===== config.mk =====
export PLATFORM = sky130hd
export DESIGN_NAME = spnh_ram
export DESIGN_NICKNAME = d
export VERILOG_FILES = /design/src/hdl/spnh_ram.sv
export SDC_FILE = /design/constraint.sdc
export NUM_CORES = 1
export LEC_CHECK = 0
export ABC_CLOCK_PERIOD_IN_PS = 2100
export BUFFER_PORTS_ARGS = -buffer_cell sky130_fd_sc_hd__buf_2
export CAP_MARGIN = 20
export CORE_ASPECT_RATIO = 0.5
export CORE_MARGIN = 10
export CORE_UTILIZATION = 56
export CTS_CLUSTER_DIAMETER = 150
export DETAILED_ROUTE_END_ITERATION = 12
export GPL_TIMING_DRIVEN = 0
export HOLD_SLACK_MARGIN = 0.15
export PLACE_DENSITY = 0.8
export SLEW_MARGIN = 20
export SYNTH_ARGS = -nofsm -noshare
export SYNTH_HDL_FRONTEND = slang
export SYNTH_SLANG_ARGS = --single-unit

===== constraint.sdc =====
create_clock -name clk -period 2.1 [get_ports clk]
set_clock_uncertainty 0.15 [all_clocks]
set_input_delay 0.21 -clock clk [delete_from_list [all_inputs] [get_ports clk]]
set_output_delay 0.21 -clock clk [all_outputs]
set_load 0.03 [all_outputs]

===== src/hdl/spnh_ram.sv =====
// ----------------------------------------------------------------------------
// spnh_ram
// Simple dual-port RAM: one write port, one read port with registered data.
// ----------------------------------------------------------------------------
module spnh_ram #(
  parameter int WIDTH = 8,
  parameter int DEPTH = 64
) (
  input  logic                     clk,
  input  logic                     we,
  input  logic [$clog2(DEPTH)-1:0] waddr,
  input  logic [WIDTH-1:0]         wdata,
  input  logic                     re,
  input  logic [$clog2(DEPTH)-1:0] raddr,
  output logic [WIDTH-1:0]         rdata
);

  logic [WIDTH-1:0] mem [DEPTH];

  always_ff @(posedge clk) begin
    if (we) begin
      mem[waddr] <= wdata;
    end
    if (re) begin
      rdata <= mem[raddr];
    end
  end

endmodule


==> impl_metrics.json <==
{
  "tightest_slew_ns": 0.955,
  "dpl.hpwl_um": 29100,
  "fin_ws_ns": -0.167,
  "die_w_um": 289,
  "cap_violations": 0,
  "rows": 49,
  "io_pins": 31,
  "cp.arrival_ns": 2.38,
  "finalSetupViolations": 129,
  "cp-end-kind": "register",
  "via_per_inst": 6.78,
  "crit_type": "register to register",
  "drive_above_1_share": 0.295,
  "path_max_fanout": 1,
  "r2r_slack_ns": -0.17,
  "root_buffer": "clkbuf_16",
  "wl_per_cell_um": 31.8,
  "final_util": 0.636,
  "synth_fp_nets": 963,
  "dieArea_sq_um": 44600,
  "portBuffers": 22,
  "cts_buffers": 44,
  "crit_end": "rdata[4]",
  "rsz0062_at_grt": "yes",
  "startpoint": "mem[51][4]",
  "async_flop_share": 0,
  "cts_tree": "yes",
  "synth_edf_count": 520,
  "fin_area_sq_um": 22800,
  "diodes": 0,
  "grt_max_degree": 65,
  "die-height_um": 154,
  "hold_viol": 0,
  "clkTransAtPathRegs_ns": 0.07,
  "clock_latency_ns": 0.56,
  "r2r_end": "rdata[4]",
  "syn_area_sq_um": 20200,
  "max-slew-margin-rel": 0.361,
  "grt_pass1_vias": 10500,
  "ys_ff_latch": 520,
  "peakVddDrop_mv": 0.564,
  "violations": "setup timing",
  "period_share": 1.08,
  "place.gp.congestion": 0.924,
  "cts.sinks": 520,
  "fin_crit_ns": 2.27,
  "r2r_cells": 4,
  "ys.flop_type": "edfxtp_1",
  "status": "complete, but fails checks",
  "ant_nets": 0,
  "finalWirelength_um": 48800,
  "fin_nets": 1042,
  "clockBufferDepth": 3,
  "slew_viol_final": 0,
  "required_ns": 2.21,
  "core-area_sq_um": 35800,
  "max_freq_mhz": 441,
  "area_growth_syn_to_layout_pct": 12.5,
  "place_area_sq_um": 21000,
  "ys_types": 39,
  "dr.pass1.iters": 6,
  "min_path_type": "input port to register",
  "syn_area_per_cell_sq_um": 21.5,
  "yosysWarnings": 0,
  "place_ws_ns": -1.15,
  "crit_path_start_kind": "register",
  "antenna_found_initial": 0,
  "gr-total-overflow": 0,
  "yosysSeqAreaShare": 0.771,
  "drc": 0,
  "p_leak_nw": 7.02,
  "start_util": 0.565,
  "drt-initial-drc-count": 1945,
  "synth_cells": 940,
  "grtUsageTotal": 0.218,
  "via_count": 10400,
  "postCtsSetupBuffers": 0,
  "powerDensity_nw_per_um2": 920,
  "reg2reg_from": "mem[51][4]",
  "grt_first_pass_wirelength_um": 71000,
  "htree_num_levels": 2
}
-- Yosys cell counts, drive strengths merged (6+ instances only) --
| library cell | n | area, sq um |
|---|---|---|
| nand3 | 13 | 65.1 |
| edfxtp | 520 | 15600 |
| o221ai | 8 | 70.1 |
| nor2 | 83 | 312 |
| nor2b | 14 | 87.6 |
| o22ai | 8 | 50.1 |
| clkbuf | 17 | 63.8 |
| mux2i | 23 | 230 |
| nor3 | 7 | 35.0 |
| nand2b | 7 | 43.8 |
| mux4 | 126 | 2840 |
| a221oi | 6 | 52.6 |
| mux2 | 13 | 146 |
| nand2 | 19 | 71.3 |
| buf | 34 | 253 |
-- sequential cells by signal (all words and copies together), names as in the netlist --
name   cells
mem      512
rdata      8
-- worst max-delay path: stages (launching register included) --
cell	delay, ns
edfxtp_1	0.36
mux4_2	0.51
mux4_2	0.54
nor2_1	0.22
o32ai_2	0.19
-- metrics by stage --
step	hold slack, ns	TNS, ns	total power (W)	instances
after floorplan	0.159	0	0.0124	940
after global placement	0.434	-132.24	0.0128	1446
after detailed placement	0.446	-183.26	0.0129	1446
after CTS	0.170	-0.609	0.0209	1527
after global routing	0.219	-4.65	0.0214	1535
final	0.188	-6.28	0.0210	1535
-- report_power, final --
group / total, W / internal, W / switching, W / leakage (nW)
sequential: 0.0115 / 0.0115 / 0.0000244 / 4.69
combinational: 0.00126 / 0.000450 / 0.000811 / 1.66
clock: 0.00816 / 0.00455 / 0.00361 / 0.679
-- worst min-delay path by stage --
stage | start | endpoint | slack (ns) | cells after the start
final | we | mem[49][1] | 0.19 | 3
after global routing | we | mem[49][0] | 0.22 | 3
after CTS | we | mem[49][1] | 0.17 | 3
after detailed placement | re | rdata[1] | 0.45 | 1
after global placement | re | rdata[0] | 0.43 | 1
after floorplan | wdata[0] | mem[0][0] | 0.16 | 0
-- cells in the final DEF (no fill, tap or decap), types with 3 or more instances in the layout --
cell,instances
o22ai_1,8
clkbuf_16,45
o221ai_1,8
buf_2,18
buf_4,23
clkinv_1,10
a221oi_1,6
o2111ai_1,3
dlygate4sd3_1,11
a211oi_1,4
clkbuf_1,18
mux2i_1,20
clkinvlp_4,4
buf_6,9
a21oi_1,3
mux4_2,126
nor2_2,25
nand3b_1,3
clkinv_2,6
edfxtp_1,520
nor2_1,56
nand3_1,11
mux2_2,12
o2bb2ai_2,3
nor2b_1,14
mux2i_2,3
nand2_1,19
a22oi_1,3
nor3_2,3
clkbuf_2,6
nand2b_1,7
bufinv_16,5
-- cell type report --
| class | count | area (sq um) |
|---|---|---|
| clock inverters | 26 | 259 |
| repair buffers | 33 | 240 |
| clock buffers | 52 | 1150 |
| flip-flops and latches | 520 | 15600 |
| well taps | 484 | 606 |
| plain buffers | 51 | 368 |
| multi-input cells | 369 | 4540 |
| fillers | 2247 | 13000 |
-- layer usage --
| layer | share of wire | global-route usage |
|---|---|---|
| met5 | 0.0016 | 0 |
| met4 | 0.034 | 0.0766 |
| met3 | 0.13 | 0.0682 |
| met2 | 0.48 | 0.342 |
| met1 | 0.35 | 0.286 |
-- logic make-up (layout without fill, tap and decap cells) --
| kind of cell | count (synthesis) | after routing | synth area share |
|---|---|---|---|
| compound gates | 54 | 54 | 0.0206 |
| simple gates | 153 | 153 | 0.0337 |
| mux | 162 | 162 | 0.159 |
| buf+inv | 51 | 162 | 0.0156 |
| flops | 520 | 520 | 0.771 |
-- repair_timing --
item / 4_1_cts / 5_1_grt
hold endpoints to repair: 19 / 440
endpoints found under the setup margin: 16 / 157
pin swaps: 4 / 1
cloned: 0 / 0
gates resized for setup: 37 / 43
hold buffers: 3 / 8
No activity file was read; power rests on OpenSTA's default activity.
