===== src/hdl/spnh_pkg.sv =====
// ----------------------------------------------------------------------------
// spnh_pkg
// Shared widths, function codes and register indexes of the next-hop router.
// ----------------------------------------------------------------------------
package spnh_pkg;

  localparam int NODE_W        = 6;
  localparam int COUNT_W       = 7;
  localparam int CFG_IDX_W     = 2;
  localparam int CFG_DATA_W    = 7;
  localparam int DEF_MAX_NODES = 64;
  localparam logic [COUNT_W-1:0] NODE_COUNT_RST = COUNT_W'(64);

  typedef logic [NODE_W-1:0]     node_t;
  typedef logic [COUNT_W-1:0]    count_t;
  typedef logic [CFG_IDX_W-1:0]  cfg_idx_t;
  typedef logic [CFG_DATA_W-1:0] cfg_data_t;

  typedef enum logic [1:0] {
    FN_SET_LINK   = 2'd0,
    FN_WRITE_EDGE = 2'd1,
    FN_CLEAR_ROW  = 2'd2,
    FN_QUERY      = 2'd3
  } func_t;

  localparam cfg_idx_t REG_SELF_ID    = CFG_IDX_W'(0);
  localparam cfg_idx_t REG_NODE_COUNT = CFG_IDX_W'(1);

endpackage


===== src/hdl/spnh_relax.sv =====
// ----------------------------------------------------------------------------
// spnh_relax
// Edge test: decides whether node v joins the next level through u,
// and which first hop it inherits.
// ----------------------------------------------------------------------------
module spnh_relax #(
  parameter int MAX_NODES = spnh_pkg::DEF_MAX_NODES
) (
  input  logic [$clog2(MAX_NODES)-1:0] u,
  input  logic [$clog2(MAX_NODES)-1:0] v,
  input  logic [$clog2(MAX_NODES)-1:0] self_idx,
  input  logic [MAX_NODES-1:0]         own_up,
  input  logic [MAX_NODES-1:0]         row_u,
  input  logic [MAX_NODES-1:0]         row_v,
  input  logic                         row_v_ok,
  input  logic                         visited_v,
  input  logic [$clog2(MAX_NODES)-1:0] hop_u,
  output logic                         take,
  output logic [$clog2(MAX_NODES)-1:0] hop
);

  logic u_is_self;
  logic v_is_self;
  logic adj;

  always_comb begin
    u_is_self = (u == self_idx);
    v_is_self = (v == self_idx);
    // links touching this node count only through the own-link bits
    if (u == v) begin
      adj = 1'b0;
    end else if (u_is_self) begin
      adj = own_up[v];
    end else if (v_is_self) begin
      adj = own_up[u];
    end else begin
      adj = row_u[v] | (row_v_ok & row_v[u]);
    end
    take = adj & ~visited_v;
    hop  = u_is_self ? v : hop_u;
  end

endmodule


===== config.mk =====
export PLATFORM = sky130hd
export DESIGN_NAME = spnh_relax
export DESIGN_NICKNAME = d
export VERILOG_FILES = /design/src/hdl/spnh_pkg.sv /design/src/hdl/spnh_relax.sv
export SDC_FILE = /design/constraint.sdc
export NUM_CORES = 1
export LEC_CHECK = 0
export ABC_CLOCK_PERIOD_IN_PS = 4950
export BUFFER_PORTS_ARGS = -buffer_cell sky130_fd_sc_hd__buf_4
export CORE_AREA = 5 5 85 87
export DETAILED_ROUTE_END_ITERATION = 6
export DIE_AREA = 0 0 90 92
export GPL_ROUTABILITY_DRIVEN = 0
export PLACE_DENSITY = 0.84
export SLEW_MARGIN = 5
export SYNTH_ARGS = -nofsm -noshare
export SYNTH_HDL_FRONTEND = slang
export SYNTH_SLANG_ARGS = --single-unit

===== constraint.sdc =====
create_clock -name vclk -period 4.95
set_input_delay 0.7425 -clock vclk [all_inputs]
set_output_delay 0.7425 -clock vclk [all_outputs]
set_load 0.01 [all_outputs]

==> key figures, run 1 <==
Die
  – Area of the die: just over 8000 um2
  – Width of the die: 90 um
  – Effective utilization at floorplan: between 30 and 40%
  – Height of the die: between 90 and 100 um
  – IO Pins: around 230
  – Cell Rows: 29
  – Core Area: between 6000 and 7000 um2

Power
  – Ratio of total power to cell area: around 87 nW/um2
  – Worst IR drop on VDD: ~58 uV
  – Leakage power total: 1.803 nW

Hold path
  – Number of cells on the worst hold path: 4
  – Hold path startpoint: hop_u[3]
  – WHS Endpoint: hop[3]
  – Worst hold path class: primary input to primary output

Timing
  – Top achievable clock speed: between 200 and 250 MHz
  – Tightest Pin Transition: ~570 ps
  – Worst-case setup margin in the final layout: 865.7 ps
  – Finish-stage setup viols: 0
  – Minimum clock period: between 4000 and 5000 ps
  – Setup repair after global routing missed its margin: no
  – Final slew viol count: 0
  – Number of endpoints with negative hold slack in the final report: 0
  – Post-Route Setup TNS: 0 ps
  – Portion of the clock cycle consumed by the worst path in the final layout: between 80% and 90%
  – Worst slew margin relative to its limit: 61.14%

Setup path
  – Crit path max fanout: 34
  – Endpoint type of the worst setup path: primary output
  – Critical Path RT: around 4200 ps
  – Kind of critical path: primary input to primary output
  – Arrival time of the worst setup path: about 3300 ps
  – Type of element launching the critical path: primary input

Layout
  – Fraction of final layout cells sized beyond drive strength 1: 75.75%
  – Final core utilization: between 60% and 70%
  – Area delta synth->final: 64.84%
  – Number of flip-flops and latches: 0
  – Most frequent standard cell in the layout excluding fill and tap cells: sky130_fd_sc_hd__buf_4
  – Antenna cells: 0
  – Final-stage net count: 620
  – # clk buffers: 0
  – Sequential cell area in the final layout: 0 um2
  – Fillers: around 500
  – Top library cells by usage in the layout, fill and taps aside: sky130_fd_sc_hd__buf_4 (225), sky130_fd_sc_hd__mux4_2 (58), sky130_fd_sc_hd__mux2_2 (14), sky130_fd_sc_hd__xnor2_1 (10)

Clock network
  – Cts hold-fix bufs: 0
  – Post CTS Setup Buffer Count: 0
  – Resize count post-CTS: 0

Place
  – HPWL reported at the end of detailed placement: 9065 um
  – Port Buffer Count: about 230
  – Place WS: between 800 and 900 ps

Drt
  – Router iterations before antenna repair: 4
  – # DRC: 0
  – Detailed-route wire length: 10640 um
  – Post-route antenna net violation count: 0
  – Routed length per placed instance: about 22 um
  – DRT iter0 DRCs: between 100 and 150
  – Post-DR vias/cell: about 6
  – Vias: about 2900

GRT
  – Leftover overflow at the end of global routing: 0
  – Global-route wire length before repair: 16840 um
  – Number of global-route vias before repair: 3296
  – Overall global routing resource usage: approximately 25%
  – Initial antenna violation count: 0
  – Pin count of the biggest net entering global routing: 35

Outcome
  – Status: complete, no violations

Synthesis
  – Synthesized area: 2509 um2
  – Cell variety after synth: between 40 and 50
  – Yosys warns: 0
  – Mean area per synthesized cell: about 12 um2
  – Fraction of the yosys area taken by sequential cells: 0%
  – Post-Synthesis Cells: 203
  – Net count after synthesis: approximately 420

Flow run
  – Max Cap Violations: 0
## through the flow
| stage | std cells | cell area [um2] | hold slack, ps | total power, W |
|---|---|---|---|---|
| after floorplan | 203 | 2509 | 1637 | 0.0001914 |
| after global placement | 477 | 4135 | 1774 | 0.0003504 |
| after detailed placement | 477 | 4135 | 1777 | 0.0003599 |
| after CTS | 477 | 4135 | 1777 | 0.0003608 |
| after global routing | 477 | 4135 | 1808 | 0.0003860 |
| final | 477 | 4135 | 1780 | 0.0003586 |
## final cells by class
type,instances,area [um2],area share (%)
Multi-Input combinational cell,174,2346,56.73
Inverter,1,3.754,0.09077
Tap cell,77,96.34,2.330
Timing Repair Buffer,225,1689,40.85
## logic make-up after synthesis
logic type | after synthesis | share of synthesized area (%)
xor gates and xnor gates | 18 | 6.284
and+or+nand+nor | 48 | 11.07
AOI/OAI and AO/OA | 21 | 6.185
muxes | 87 | 69.98
buffers and inverters | 29 | 6.483
## how the worst max path moves through the flow
| stage | slack, ps | start | cells past startpoint | to |
|---|---|---|---|---|
| floorplan | 1440 | v[2] | 7 | take |
| global placement | 840 | u[0] | 8 | take |
| detailed placement | 820 | u[0] | 8 | take |
| CTS | 810 | u[0] | 8 | take |
| global route | 690 | u[0] | 8 | take |
| finish | 870 | u[0] | 8 | take |
## per-layer routing
| metal | wire, um | track usage [%] |
|---|---|---|
| met5 | 0 | 0 |
| met4 | 68 | 2.481 |
| met3 | 736 | 3.764 |
| met2 | 5874 | 46.71 |
| met1 | 3956 | 30.18 |
## critical path: stages
cell                       delay (ps)
sky130_fd_sc_hd__buf_4            480
sky130_fd_sc_hd__mux4_4           710
sky130_fd_sc_hd__mux4_2           480
sky130_fd_sc_hd__mux2_2           280
sky130_fd_sc_hd__a211oi_2         230
sky130_fd_sc_hd__nor4_1            60
sky130_fd_sc_hd__and3_1           200
sky130_fd_sc_hd__buf_4            140
## cells in the mapped netlist (all sizes together)
| library cell | n | share of area (%) |
|---|---|---|
| mux2i | 6 | 2.4 |
| o22ai | 3 | 0.75 |
| a31oi | 1 | 0.25 |
| a22oi | 2 | 0.60 |
| xor2 | 8 | 2.8 |
| or4 | 2 | 0.60 |
| buf | 19 | 4.9 |
| inv | 1 | 0.15 |
| a21oi | 2 | 0.40 |
| a41oi | 1 | 0.35 |
| nor3b | 1 | 0.30 |
| nor2b | 7 | 1.7 |
| or4b | 1 | 0.40 |
| nand2b | 3 | 0.75 |
| nand2 | 8 | 1.2 |
| and3 | 1 | 0.25 |
| a2111oi | 3 | 1.0 |
| a211oi | 3 | 1.1 |
| o21ai | 2 | 0.40 |
| nand3 | 7 | 1.4 |
| nor4b | 1 | 0.35 |
| clkbuf | 9 | 1.4 |
| nand4 | 4 | 1.0 |
| mux4 | 67 | 61 |
| nor4 | 4 | 1.0 |
| mux2 | 14 | 6.3 |
| nor3 | 2 | 0.40 |
| o2bb2ai | 1 | 0.35 |
| nor2 | 3 | 0.45 |
| o211ai | 2 | 0.60 |
| a32oi | 1 | 0.35 |
| xnor2 | 10 | 3.5 |
| nand3b | 3 | 0.90 |
| nand4b | 1 | 0.35 |
## where the power goes
| group | total [W] | internal [W] | leakage (nW) | switching (W) |
|---|---|---|---|---|
| registers | 0 | 0 | 0 | 0 |
| clock network | 0 | 0 | 0 | 0 |
| logic | 0.000359 | 0.000237 | 1.80 | 0.000122 |
| total | 0.000359 | 0.000237 | 1.80 | 0.000122 |
Power figures use the tool's default switching activity.
==> run 2, diff against run 1 <==
ABC_CLOCK_PERIOD_IN_PS = 3600   (was 4950)
CORE_AREA = not set   (was 5 5 85 87)
CORE_MARGIN = 5   (was not set)
CORE_UTILIZATION = 36   (was not set)
DIE_AREA = not set   (was 0 0 90 92)
PLACE_DENSITY = 0.81   (was 0.84)
clock period = 3.6 ns   (was 4.95 ns; I/O delays follow)
==> run 2 against run 1 <==
Critical path depth unchanged. Sequential share of layout area stayed put. Non-clock buffer count increased by 4. Global-route usage is 1.2 points lower. Via count grew 3.0%.
==> key figures, run 2 (same netlist as run 1, synthesis figures left out) <==
Outcome
  – Status: complete, no violations (unchanged)

Hold path
  – WHS Endpoint: hop[3] (unchanged)
  – Hold path startpoint: hop_u[3] (unchanged)
  – Worst hold path class: primary input to primary output (unchanged)
  – Number of cells on the worst hold path: 4 (unchanged)

Setup path
  – Cell with the largest stage delay on the worst path: sky130_fd_sc_hd__mux4_4 (unchanged)
  – Arrival time of the worst setup path: 2770 ps (was 3340 ps)
  – Cell repeated most along the worst path: sky130_fd_sc_hd__buf_4 (unchanged)
  – Crit path max fanout: 9 (was 34)
  – Critical Path RT: 3060 ps (was 4210 ps)
  – Critical path cell sequence: buf_4 -> mux4_4 -> mux4_2 -> mux2_2 -> a211oi_2 -> nor4_1 -> and3_1 -> buf_4 (unchanged)
  – Worst path top cell family by delay: multiplexers (unchanged)
  – Endpoint type of the worst setup path: primary output (unchanged)
  – Maximum single-stage delay on the critical path: 660 ps (was 710 ps)
  – Kind of critical path: primary input to primary output (unchanged)
  – Type of element launching the critical path: primary input (unchanged)
  – Number of buffer and inverter instances along the worst setup path: 2 (unchanged)

Layout
  – Area delta synth->final: 67.48% (was 64.84%)
  – Area taken by multi-input logic gates: 2346 um2 (unchanged)
  – Antenna cells: 0 (unchanged)
  – Sequential cell area in the final layout: 0 um2 (unchanged)
  – Final-stage net count: 624 (was 620)
  – Area of all placed cells without fillers: 4202 um2 (was 4135 um2)
  – Most frequent standard cell in the layout excluding fill and tap cells: sky130_fd_sc_hd__buf_4 (unchanged)
  – Final core utilization: 61.84% (was 65.88%)
  – Number of flip-flops and latches: 0 (unchanged)
  – Fraction of final layout cells sized beyond drive strength 1: 75.99% (was 75.75%)
  – # clk buffers: 0 (unchanged)
  – Top library cells by usage in the layout, fill and taps aside: sky130_fd_sc_hd__buf_4 (228), sky130_fd_sc_hd__mux4_2 (58), sky130_fd_sc_hd__mux2_2 (14), sky130_fd_sc_hd__xnor2_1 (10) (was sky130_fd_sc_hd__buf_4 (225), sky130_fd_sc_hd__mux4_2 (58), sky130_fd_sc_hd__mux2_2 (14), sky130_fd_sc_hd__xnor2_1 (10))
  – Fillers: 550 (was 498)

Drt
  – Vias: 2952 (was 2866)
  – # DRC: 0 (unchanged)
  – DRT iter0 DRCs: 147 (was 119)
  – Detailed-route wire length: 10770 um (was 10640 um)
  – Post-route antenna net violation count: 0 (unchanged)
  – Routed length per placed instance: 21.53 um (was 22.30 um)
  – Router iterations before antenna repair: 4 (unchanged)
  – Post-DR vias/cell: 5.904 (was 6.008)

Die
  – Effective utilization at floorplan: 36.92% (was 39.96%)
  – Area of the die: 8738 um2 (was 8280 um2)
  – IO Pins: 225 (unchanged)
  – Height of the die: 93.48 um (was 92 um)
  – Core Area: 6794 um2 (was 6277 um2)
  – Cell Rows: 30 (was 29)
  – Width of the die: 93.48 um (was 90 um)

Place
  – HPWL reported at the end of detailed placement: 9156 um (was 9065 um)
  – Total cell area at the placement stage: 4202 um2 (was 4135 um2)
  – Port Buffer Count: 225 (unchanged)

Timing
  – Tightest Pin Transition: 672.7 ps (was 568.2 ps)
  – Post-Route Setup TNS: 0 ps (unchanged)
  – Minimum clock period: roughly 3300 ps
  – Finish-stage setup viols: 0 (unchanged)
  – Portion of the clock cycle consumed by the worst path in the final layout: slightly above 90%
  – Setup repair after global routing missed its margin: no (unchanged)
  – Final slew viol count: 0 (unchanged)
  – Worst slew margin relative to its limit: 54.00% (was 61.14%)
  – Number of endpoints with negative hold slack in the final report: 0 (unchanged)
  – Top achievable clock speed: between 300 and 400 MHz
  – Worst Hold Slack: 1375 ps (was 1780 ps)

GRT
  – Overall global routing resource usage: 23.28% (was 24.52%)
  – Number of global-route vias before repair: 3228 (was 3296)
  – Initial antenna violation count: 0 (unchanged)
  – Leftover overflow at the end of global routing: 0 (unchanged)
  – Pin count of the biggest net entering global routing: 28 (was 35)
  – Global-route wire length before repair: 16260 um (was 16840 um)

Flow run
  – Max Cap Violations: 0 (unchanged)

Power
  – Ratio of total power to cell area: 118.9 nW/um2 (was 86.72 nW/um2)
  – Net Switching: 0.0001694 W (was 0.0001215 W)
  – Worst IR drop on VDD: 64.98 uV (was 57.81 uV)
  – Clock network fraction of design power: 0% (about the same)
  – PnR Total Power: 0.0004996 W (was 0.0003586 W)
  – Switching power as a share of total power: 33.91% (was 33.89%)
  – Sequential cell fraction of total power: 0% (about the same)
  – Leakage power total: 1.826 nW (was 1.803 nW)
  – Comb power frac: 100.0% (about the same)
  – Int Pwr: 0.0003302 W (was 0.0002371 W)

Clock network
  – Resize count post-CTS: 0 (unchanged)
  – Cts hold-fix bufs: 0 (unchanged)
  – Post CTS Setup Buffer Count: 0 (unchanged)
[run 2: cell count changes in the layout (fill, tap and decap cells not counted), sizes merged]
cell  delta
buf      +4
[run 2: final cells by class]
| type | instances | share of cell area [%] |
|---|---|---|
| multi-input cells | 174 | 55.84 |
| repair buffers | 229 | 41.21 |
| well taps | 96 | 2.859 |
| inverters | 1 | 0.08934 |
[run 2: power by group through the flow]
stage | clock [W] | sequential, W | combinational (W)
3_5_place_dp | 0 | 0 | 0.000500
4_1_cts | 0 | 0 | 0.000501
6_report | 0 | 0 | 0.000500
2_1_floorplan | 0 | 0 | 0.000263
5_1_grt | 0 | 0 | 0.000535
3_3_place_gp | 0 | 0 | 0.000487
[run 2: worst max path at each step]
stage / from / depth (start not counted) / slack [ps] / end
global placement: u[0] / 10 / 280 / take
detailed placement: u[0] / 10 / 250 / take
CTS: u[0] / 10 / 240 / take
finish: u[0] / 8 / 290 / take
floorplan: v[2] / 7 / 490 / take
global route: u[0] / 10 / 130 / take
[run 2: routing by layer]
| layer | global-route usage [%] | part of all wire [%] | wire length [um] |
|---|---|---|---|
| met3 | 3.379 | 8.3 | 891 |
| met1 | 28.11 | 35 | 3717 |
| met5 | 0 | 0 | 0 |
| met2 | 43.84 | 55 | 5942 |
| met4 | 4.274 | 2.0 | 215 |
[run 2: metrics by stage]
| step | instances | worst slack, ps |
|---|---|---|
| after global placement | 500 | 276.0 |
| after detailed placement | 500 | 246.6 |
| after global routing | 500 | 128.6 |
| final | 500 | 287.6 |
| after floorplan | 203 | 491.8 |
| after CTS | 500 | 239.5 |
[run 2: tightest hold or removal path, delay by kind of cell]
kind,cells,cell delay (ps)
and+or+nand+nor,1,30
AOI/OAI and AO/OA,1,60
buffers and inverters,2,190
